[src/sv/lsrt_pkg.sv]
package lsrt_pkg;

    typedef logic [1:0] verdict_t;

    localparam verdict_t VERDICT_NEW      = 2'd0;
    localparam verdict_t VERDICT_NEW_BOOT = 2'd1;
    localparam verdict_t VERDICT_RETRY    = 2'd2;
    localparam verdict_t VERDICT_STALE    = 2'd3;

    localparam int SEQ_W  = 32;
    localparam int BOOT_W = 32;
    localparam int CHAN_W = 8;

endpackage

[src/sv/lsrt_if.sv]
interface lsrt_frame_if;
    logic                          valid;
    logic                          ready;
    logic [lsrt_pkg::BOOT_W-1:0]   sender_boot;
    logic [lsrt_pkg::CHAN_W-1:0]   chan;
    logic [lsrt_pkg::SEQ_W-1:0]    seq_num;

    modport source (output valid, output sender_boot, output chan, output seq_num,
                    input ready);
    modport sink   (input valid, input sender_boot, input chan, input seq_num,
                    output ready);
endinterface

interface lsrt_status_if;
    logic                valid;
    logic                ready;
    lsrt_pkg::verdict_t  verdict;

    modport source (output valid, output verdict, input ready);
    modport sink   (input valid, input verdict, output ready);
endinterface

[src/sv/link_sequence_replay_tracker_core.sv]
// channel  | role | payload
// frame    | sink | sender_boot[31:0], chan[7:0], seq_num[31:0]
// status   | src  | verdict[1:0]
//
// Per item: accept reads last_seq from the channel memory (one port, registered
// read), then the judge state judges and writes back.
// One item in flight; a new item is taken while a finished verdict waits in
// the output register; judging holds while it is full and not being taken.
// Reset clears boot state and all seen flags at once; no clearing pass.
module link_sequence_replay_tracker_core #(
    parameter int CHANNELS = 4
) (
    input  logic               clk,
    input  logic               rst_n,
    lsrt_frame_if.sink         frame,
    lsrt_status_if.source      status
);

    localparam int            CW         = (CHANNELS > 1) ? $clog2(CHANNELS) : 1;
    localparam logic [8:0]    CHAN_LIMIT = 9'(CHANNELS);
    localparam logic          ST_IDLE    = 1'b0;
    localparam logic          ST_JUDGE   = 1'b1;

    logic                          state_reg, state_next;
    logic [lsrt_pkg::BOOT_W-1:0]   cur_boot_reg, cur_boot_next;
    logic                          boot_known_reg, boot_known_next;
    logic [CHANNELS-1:0]           seen_reg, seen_next;
    logic                          out_valid_reg, out_valid_next;
    lsrt_pkg::verdict_t            verdict_reg, verdict_next;

    logic [lsrt_pkg::BOOT_W-1:0]   boot_q_reg;
    logic [lsrt_pkg::SEQ_W-1:0]    seq_q_reg;
    logic [CW-1:0]                 idx_q_reg;
    logic                          in_range_q_reg;

    logic [lsrt_pkg::SEQ_W-1:0]    seq_mem [CHANNELS];
    logic [lsrt_pkg::SEQ_W-1:0]    rdata_reg;

    logic                          accept;
    logic                          in_range;
    logic                          finish;
    logic                          new_boot;
    logic                          seen;
    logic [lsrt_pkg::SEQ_W-1:0]    diff;
    logic                          mem_we;

    assign in_range     = ({1'b0, frame.chan} < CHAN_LIMIT);
    assign frame.ready  = (state_reg == ST_IDLE);
    assign accept       = frame.valid && frame.ready;
    assign finish       = (state_reg == ST_JUDGE) && (!out_valid_reg || status.ready);
    assign status.valid   = out_valid_reg;
    assign status.verdict = verdict_reg;

    assign new_boot = !boot_known_reg || (boot_q_reg != cur_boot_reg);
    assign seen     = seen_reg[idx_q_reg];
    assign diff     = seq_q_reg - rdata_reg;

    always_comb
    begin
        state_next      = state_reg;
        cur_boot_next   = cur_boot_reg;
        boot_known_next = boot_known_reg;
        seen_next       = seen_reg;
        out_valid_next  = out_valid_reg;
        verdict_next    = verdict_reg;
        mem_we          = 1'b0;

        if (out_valid_reg && status.ready)
        begin
            out_valid_next = 1'b0;
        end

        unique case (state_reg)
            ST_IDLE:
            begin
                if (accept)
                begin
                    state_next = ST_JUDGE;
                end
            end
            ST_JUDGE:
            begin
                if (finish)
                begin
                    state_next     = ST_IDLE;
                    out_valid_next = 1'b1;
                    if (!in_range_q_reg)
                    begin
                        verdict_next = lsrt_pkg::VERDICT_STALE;
                    end
                    else if (new_boot)
                    begin
                        verdict_next         = lsrt_pkg::VERDICT_NEW_BOOT;
                        cur_boot_next        = boot_q_reg;
                        boot_known_next      = 1'b1;
                        seen_next            = '0;
                        seen_next[idx_q_reg] = 1'b1;
                        mem_we               = 1'b1;
                    end
                    else if (!seen)
                    begin
                        verdict_next         = lsrt_pkg::VERDICT_NEW;
                        seen_next[idx_q_reg] = 1'b1;
                        mem_we               = 1'b1;
                    end
                    else if (rdata_reg == seq_q_reg)
                    begin
                        verdict_next = lsrt_pkg::VERDICT_RETRY;
                    end
                    else if (diff[lsrt_pkg::SEQ_W-1])
                    begin
                        verdict_next = lsrt_pkg::VERDICT_STALE;
                    end
                    else
                    begin
                        verdict_next = lsrt_pkg::VERDICT_NEW;
                        mem_we       = 1'b1;
                    end
                end
            end
            default:
            begin
                state_next = ST_IDLE;
            end
        endcase
    end

    always_ff @(posedge clk or negedge rst_n)
    begin
        if (!rst_n)
        begin
            state_reg      <= ST_IDLE;
            cur_boot_reg   <= '0;
            boot_known_reg <= 1'b0;
            seen_reg       <= '0;
            out_valid_reg  <= 1'b0;
        end
        else
        begin
            state_reg      <= state_next;
            cur_boot_reg   <= cur_boot_next;
            boot_known_reg <= boot_known_next;
            seen_reg       <= seen_next;
            out_valid_reg  <= out_valid_next;
        end
    end

    always_ff @(posedge clk)
    begin
        verdict_reg <= verdict_next;
        if (accept)
        begin
            boot_q_reg     <= frame.sender_boot;
            seq_q_reg      <= frame.seq_num;
            idx_q_reg      <= frame.chan[CW-1:0];
            in_range_q_reg <= in_range;
        end
    end

    // last_seq store: read at an in-range accept, written when judging advances it
    always_ff @(posedge clk)
    begin
        if (mem_we)
        begin
            seq_mem[idx_q_reg] <= seq_q_reg;
        end
        if (accept && in_range)
        begin
            rdata_reg <= seq_mem[frame.chan[CW-1:0]];
        end
    end

endmodule

[src/flat_wrapper.sv]
// flat-port wrapper written by rule: the top's interface ports become plain ports
module link_sequence_replay_tracker_core_flat 
#(
    parameter int CHANNELS = 4
)
  (clk, rst_n, frame_valid, frame_sender_boot, frame_chan, frame_seq_num, frame_ready, status_valid, status_verdict, status_ready);
  lsrt_frame_if frame_i ();
  lsrt_status_if status_i ();
  input  logic clk;
  input  logic rst_n;
  input wire logic [$bits(frame_i.valid)-1:0] frame_valid;
  input wire logic [$bits(frame_i.sender_boot)-1:0] frame_sender_boot;
  input wire logic [$bits(frame_i.chan)-1:0] frame_chan;
  input wire logic [$bits(frame_i.seq_num)-1:0] frame_seq_num;
  output wire logic [$bits(frame_i.ready)-1:0] frame_ready;
  output wire logic [$bits(status_i.valid)-1:0] status_valid;
  output wire logic [$bits(status_i.verdict)-1:0] status_verdict;
  input wire logic [$bits(status_i.ready)-1:0] status_ready;
  assign frame_i.valid = frame_valid;
  assign frame_i.sender_boot = frame_sender_boot;
  assign frame_i.chan = frame_chan;
  assign frame_i.seq_num = frame_seq_num;
  assign frame_ready = frame_i.ready;
  assign status_valid = status_i.valid;
  assign status_verdict = status_i.verdict;
  assign status_i.ready = status_ready;
  link_sequence_replay_tracker_core #(.CHANNELS(CHANNELS)) u_core (.clk(clk), .rst_n(rst_n), .frame(frame_i), .status(status_i));
endmodule
[config.mk]
export PLATFORM = sky130hd
export DESIGN_NAME = link_sequence_replay_tracker_core_flat
export DESIGN_NICKNAME = d
export VERILOG_FILES = /design/src/sv/lsrt_pkg.sv /design/src/sv/lsrt_if.sv /design/src/sv/link_sequence_replay_tracker_core.sv /design/src/flat_wrapper.sv
export SDC_FILE = /design/constraint.sdc
export NUM_CORES = 1
export LEC_CHECK = 0
export BUFFER_PORTS_ARGS = -buffer_cell sky130_fd_sc_hd__buf_2
export CAP_MARGIN = 20
export CORE_UTILIZATION = 54
export CTS_CLUSTER_DIAMETER = 200
export DETAILED_ROUTE_END_ITERATION = 10
export PLACE_DENSITY = 0.76
export SYNTH_ARGS = -nofsm -noshare
export SYNTH_HDL_FRONTEND = slang
export SYNTH_SLANG_ARGS = --single-unit
[constraint.sdc]
create_clock -name clk -period 4.5 [get_ports clk]
set_input_delay 0.225 -clock clk [delete_from_list [all_inputs] [get_ports clk]]
set_output_delay 0.225 -clock clk [all_outputs]
set_load 0.005 [all_outputs]
# ---- Word level (Yosys, flattened, before mapping)
# Memories as Yosys holds them, arrays and structs flattened. A register that Yosys moved wholly into a read port is not among the register bits.
# Cells that the tools add are included.
dict set report op_classes {
  add_sub_neg 1
  multipliers 0
  div 0
  n_lt_le_gt_ge 3
  n_eq_ne 3
  n_shift 0
  n_mux 25
  bitwise_logic 3
  reduce_logical 13
}
# op count
set ops {}
lappend ops {{32-bit == test} 1}
lappend ops {{32-bit != test} 1}
lappend ops {{32-bit subtractor} 1}
lappend ops {{1-bit 2-to-1 mux} 16}
lappend ops {{8-bit by 3-bit < comparator with 1-bit output (second input constant)} 1}
lappend ops {{2-bit 2-to-1 mux} 4}
lappend ops {{4-bit 2-to-1 mux} 2}
lappend ops {{4-bit AND reduction} 2}
lappend ops {{1-bit logical AND} 5}
lappend ops {{4-bit OR} 1}
lappend ops {{2-bit by 3-bit < comparator with 1-bit output (second input constant)} 1}
lappend ops {{1-bit binary-select mux with 2-bit select} 1}
lappend ops {{1-bit demux with 2-bit select} 1}
lappend ops {{2-bit by 1-bit greater-or-equal comparator with 1-bit output (second input constant)} 1}
lappend ops {{1-bit zero test} 2}
lappend ops {{1-bit logical OR} 2}
lappend ops {{2-bit by 1-bit != test with 1-bit output (second input constant)} 1}
lappend ops {{1-bit inverter} 2}
lappend ops {{1-bit case mux with 2 select lines} 1}
lappend ops {{2-bit AND reduction} 1}
lappend ops {{2-bit OR reduction} 1}
dict set report totals {
  regBits 108
  latch_bits 0
  ramBits 128
  mem_bits_ro 0
  input_bits 76
  n_memories 1
}
# name words width read_ports rd_clocked_by_memory_dff wr line
set memory_table {}
lappend memory_table {u_core.seq_mem 4 32 1 1 1 link_sequence_replay_tracker_core.sv:36} ;# logic [lsrt_pkg::SEQ_W-1:0] seq_mem [CHANNELS];

# ---- Longest topological paths before layout
dict set report depth {
  word_depth 10
  depth_mapped 9
  depth_no_buf 9
}

# ---- Worst setup path before layout
# OpenSTA, ideal clock, no wires.
dict set report synth_timing {
  kind {reg-to-reg}
  start {reg u_core.state_reg}
  end {reg u_core.rdata_reg[0] (netlist name) (read register of u_core.seq_mem), enable pin}
  arrival_time_ns 4.524
  required_ns 4.108
  setup_slack_ns -0.416
  path_stages_with_launch 3
  cell_sequence {dfrtp_1 -> nor2b_1 -> and2_1}
}
dict set report synth_via {
  elab_chain_len 3
}
# element line
set synth_rtl {}
lappend synth_rtl {{start: declaration} link_sequence_replay_tracker_core.sv:24} ;# logic state_reg, state_next;
lappend synth_rtl {{start signal: assignment} link_sequence_replay_tracker_core.sv:140} ;# state_reg <= state_next;
lappend synth_rtl {{1-bit inverter} link_sequence_replay_tracker_core.sv:48} ;# assign frame.ready = (state_reg == ST_IDLE);
lappend synth_rtl {{1-bit logical AND} link_sequence_replay_tracker_core.sv:49} ;# assign accept = frame.valid && frame.ready;
lappend synth_rtl {{named net u_core.accept} link_sequence_replay_tracker_core.sv:39} ;# logic accept;
lappend synth_rtl {{1-bit logical AND} link_sequence_replay_tracker_core.sv:167} ;# if (accept && in_range)
lappend synth_rtl {{end: declaration} link_sequence_replay_tracker_core.sv:37} ;# logic [lsrt_pkg::SEQ_W-1:0] rdata_reg;
# The timed path passes the listed nets, and every way through them passes these cells.
# A chain may end at the register's enable or synchronous reset.

# ---- Worst setup path in the final report
dict set report layout_timing {
  start {reg u_core.seq_q_reg[8] (netlist name)}
  end {mem u_core.seq_mem[0][26] (netlist name), enable pin}
}
dict set report layout_via {
  elab_chain_len 10
  elab_cells_between_ends 11
}
# element line
set layout_rtl {}
lappend layout_rtl {{start: declaration} link_sequence_replay_tracker_core.sv:32} ;# logic [lsrt_pkg::SEQ_W-1:0] seq_q_reg;
lappend layout_rtl {{start signal: assignment} link_sequence_replay_tracker_core.sv:154} ;# seq_q_reg <= frame.seq_num;
lappend layout_rtl {{32-bit subtractor} link_sequence_replay_tracker_core.sv:56} ;# assign diff = seq_q_reg - rdata_reg;
lappend layout_rtl {{1-bit 2-to-1 mux} link_sequence_replay_tracker_core.sv:110} ;# else if (diff[lsrt_pkg::SEQ_W-1])
lappend layout_rtl {{1-bit 2-to-1 mux (*)} link_sequence_replay_tracker_core.sv:106} ;# else if (rdata_reg == seq_q_reg)
lappend layout_rtl {{1-bit 2-to-1 mux (*)} link_sequence_replay_tracker_core.sv:100} ;# else if (!seen)
lappend layout_rtl {{1-bit 2-to-1 mux (*)} link_sequence_replay_tracker_core.sv:91} ;# else if (new_boot)
lappend layout_rtl {{1-bit 2-to-1 mux (*)} link_sequence_replay_tracker_core.sv:87} ;# if (!in_range_q_reg)
lappend layout_rtl {{1-bit 2-to-1 mux (*)} link_sequence_replay_tracker_core.sv:83} ;# if (finish)
lappend layout_rtl {{1-bit 2-to-1 mux (*)} link_sequence_replay_tracker_core.sv:73} ;# unique case (state_reg)
lappend layout_rtl {{1-bit 2-to-1 mux (*)} link_sequence_replay_tracker_core.sv:163} ;# if (mem_we)
lappend layout_rtl {{1-bit 2-to-1 mux (not written as such) (*)} link_sequence_replay_tracker_core.sv:165} ;# seq_mem[idx_q_reg] <= seq_q_reg;
lappend layout_rtl {{end: declaration} link_sequence_replay_tracker_core.sv:36}
# Mark *: on every way between the ends. The rest lies on a longest branch, timed or not.

==> results.yml <==
status:
  status: "finished clean"
critical_path:
  cp_data_arrival_time_ns: 3.51
  cp_cell_sequence: "ha_1 -> a21oi_1 -> o21ai_0 -> a221oi_1 -> a21boi_0 -> or2_2 -> o211a_1 -> nor2_2 -> buf_4"
  critPathLaunchType: "flop"
  critPathRequiredTime_ns: 4.66
  end_kind: "flop"
  critPathKind: "flop to flop"
  max_stage_delay_ns: 0.47
  cpMaxStageDelayCell: "buf_4"
  crit_fanout: 26
route:
  wire_per_inst_um: 19.62
  routed-via-count: 5266
  wl_um: 18870
  dr.pass1.iters: 5
  final_antenna_net_count: 0
  drtIter0Drc: 320
  drc: 0
  via_per_inst: 5.474
cts:
  root_buffer: "clkbuf_16"
  clock-sinks: 268
  cts_tree: "built"
  cts_setup_buffers: 0
  clkTransAtPathRegs_ns: 0.06
  cts_resized: 0
  clock_latency_ns: 0.52
  cts_made_buffers: 26
  cts_max_level: 1
  cts_buffer_depth: 3
yosys:
  yosys.cell_types.count: 42
  synth-main-ff-cell: "edfxtp_1"
  syn_area_um2: 10390
  synthTopCellsByCount: "229 x edfxtp_1, 39 x dfrtp_1, 35 x inv_1"
  ys_warn_count: 0
  synthCells: 537
  post-synth-top-count-cell: "edfxtp_1"
  ys_ff_latch: 268
  synth-seq-area-share_pct: 75.60
  synth_top_area_share_pct: 66.20
  yosysTopAreaCell: "edfxtp_1"
  synthArstFlopShare_pct: 14.55
  syn_nets: 644
  synth_area_leaders: "edfxtp_1 66%, dfrtp_1 9.4%, mux4_2 7.2%"
  synth_area_per_cell_um2: 19.34
  synth_edf_count: 229
power:
  power.share.clock_pct: 37.6
  p_comb_share_pct: 9.4
  p_leak_uw: 0.004644
  ir_drop_mv: 0.3324
  switching_share_pct: 21.34
  power.switching_uw: 1243
  p_int_uw: 4584
  seqPwrFrac_pct: 53.0
  p_per_area_nw_per_um2: 461.0
floorplan:
  dieArea_um2: 19800
  die_y_um: 140.7
  start_util_pct: 55.35
  core_area_um2: 18770
  die_w_um: 140.7
  rows: 50
  ioPinCount: 80
place:
  place_area_um2: 11090
  dp_hpwl_um: 10870
  gp_congestion: 0.7263
  numPortBuffers: 79
global_routing:
  grt_pass1_wl_um: 29730
  grtUsageMet1_pct: 26.16
  antenna_found_initial: 0
  grtUsageMet3_pct: 3.227
  use_met2_pct: 34.69
  first_global_vias: 5693
  grt_busiest_layer: "met2"
  grt_max_degree: 69
  track_usage_pct: 19.85
  grt_overflow: 0
cells_and_area:
  ff_latch_area_um2: 7853
  finish.utilization_pct: 67.35
  syn2layout_area_growth_pct: 21.69
  nFillCells: 1269
  layout.nets: 815
  largest_reg_flops: 128
  antenna_cells: 0
  multi_input_area_um2: 2361
  final_area_um2: 12640
  regMostFlops: "u_core.seq_mem"
  drive_gt1_share_pct: 27.61
timing:
  rsz0062_at_grt: "no"
  relSlewSlack_pct: 33.03
  worst-slew-pin-transition_ns: 1.005
  hold_viol_final: 0
  slew_viol_final: 0
  skew_ns: 0.008267
  finalCritPeriodShare_pct: 74.47
  period_minus_slack_ns: 3.351
  fin_setup_tns_ns: 0
  setup_viol: 0
  max_freq_mhz: 298.4
job:
  cap_violations: 0
hold_path:
  min_path_type: "primary input to flop"
-- cells in the final DEF (no fill, tap or decap), types with 4 or more instances in the layout --
| cell | n |
|---|---|
| o21ai_0 | 13 |
| dfrtp_1 | 39 |
| dlygate4sd3_1 | 67 |
| nand3_1 | 4 |
| xnor2_1 | 25 |
| xor2_1 | 8 |
| edfxtp_1 | 229 |
| buf_4 | 7 |
| buf_2 | 79 |
| a21oi_1 | 12 |
| clkbuf_16 | 27 |
| nor3_1 | 4 |
| clkbuf_8 | 4 |
| ha_1 | 31 |
| nand2_1 | 10 |
| mux4_2 | 33 |
| inv_1 | 35 |
| clkinv_1 | 7 |
| nand4_1 | 13 |
| nor2_2 | 4 |
| nor2_1 | 5 |
| mux2_2 | 30 |
-- kinds of logic after synthesis --
| kind of cell | Yosys count | share of synthesized area (%) |
|---|---|---|
| xor+xnor | 33 | 2.782 |
| flops | 268 | 75.60 |
| mux | 66 | 10.79 |
| buf+inv | 45 | 1.843 |
| fa+ha+maj | 31 | 3.734 |
| compound gates | 36 | 2.024 |
| simple gates | 58 | 3.228 |
-- final cells by class --
class | count | share of cell area, %
flip-flops and latches | 268 | 62.12
multi-input cells | 224 | 18.68
repair buffers | 153 | 8.849
clock buffers | 33 | 5.840
well taps | 234 | 2.316
clock inverters | 15 | 1.158
inverters | 35 | 1.039
-- metrics by stage --
stage | instances | setup slack [ns] | total power, µW | hold WS [ns]
3_3_place_gp | 847 | 1.251 | 3602 | 0.3949
3_5_place_dp | 847 | 1.140 | 3642 | 0.4031
2_1_floorplan | 537 | 0.8666 | 3477 | -0.07059
5_1_grt | 962 | 0.9447 | 6045 | 0.1320
6_report | 962 | 1.149 | 5827 | 0.1010
4_1_cts | 962 | 1.134 | 5876 | 0.05621
-- power groups by stage --
stage,registers [µW],clock network (µW),logic (µW)
2_1_floorplan,3100,0,381
3_3_place_gp,3120,0,486
3_5_place_dp,3140,0,506
4_1_cts,3090,2240,554
5_1_grt,3110,2330,604
6_report,3090,2190,547
-- routing by layer --
metal / share of wire, % / vias up
met3: 5.5 / 22
met1: 42 / 2656
met4: 1.7 / 0
met5: 0 / -
met2: 51 / 158
li1: - / 2430
-- what timing repair did --
| item | 4_1_cts | 5_1_grt |
|---|---|---|
| hold endpoints to repair | 104 | 0 |
| setup endpoints to repair | 0 | 0 |
| hold buffers | 67 | 0 |
-- path summary, 6_finish.rpt --
path | end | cells past startpoint | start | slack, ns
max | u_core.seq_mem[0][26]$_DFFE_PP_ | 9 | u_core.seq_q_reg[8]$_DFFE_PP_ | 1.15
min | u_core.state_reg$_DFF_PN0_ | 3 | status_ready | 0.10
max reg2reg | u_core.seq_mem[0][26]$_DFFE_PP_ | 9 | u_core.seq_q_reg[8]$_DFFE_PP_ | 1.15
min reg2reg | u_core.boot_known_reg$_DFFE_PN0P_ | 1 | u_core.boot_known_reg$_DFFE_PN0P_ | 0.49
max in group asynchronous | u_core.cur_boot_reg[25]$_DFFE_PN0P_ | 2 | rst_n | 3.56
min in group asynchronous | u_core.cur_boot_reg[28]$_DFFE_PN0P_ | 2 | rst_n | 0.38
-- worst max-delay path: cells and delay by family (launching register included) --
| kind | cells | cell delay, ns |
|---|---|---|
| buffers and inverters | 1 | 0.47 |
| flip-flops | 1 | 0.45 |
| AO/OA/AOI/OAI | 5 | 1.07 |
| adder cells (fa/ha/maj) | 1 | 0.32 |
| AND/OR/NAND/NOR | 2 | 0.65 |
(Power assumes the default switching activity.)
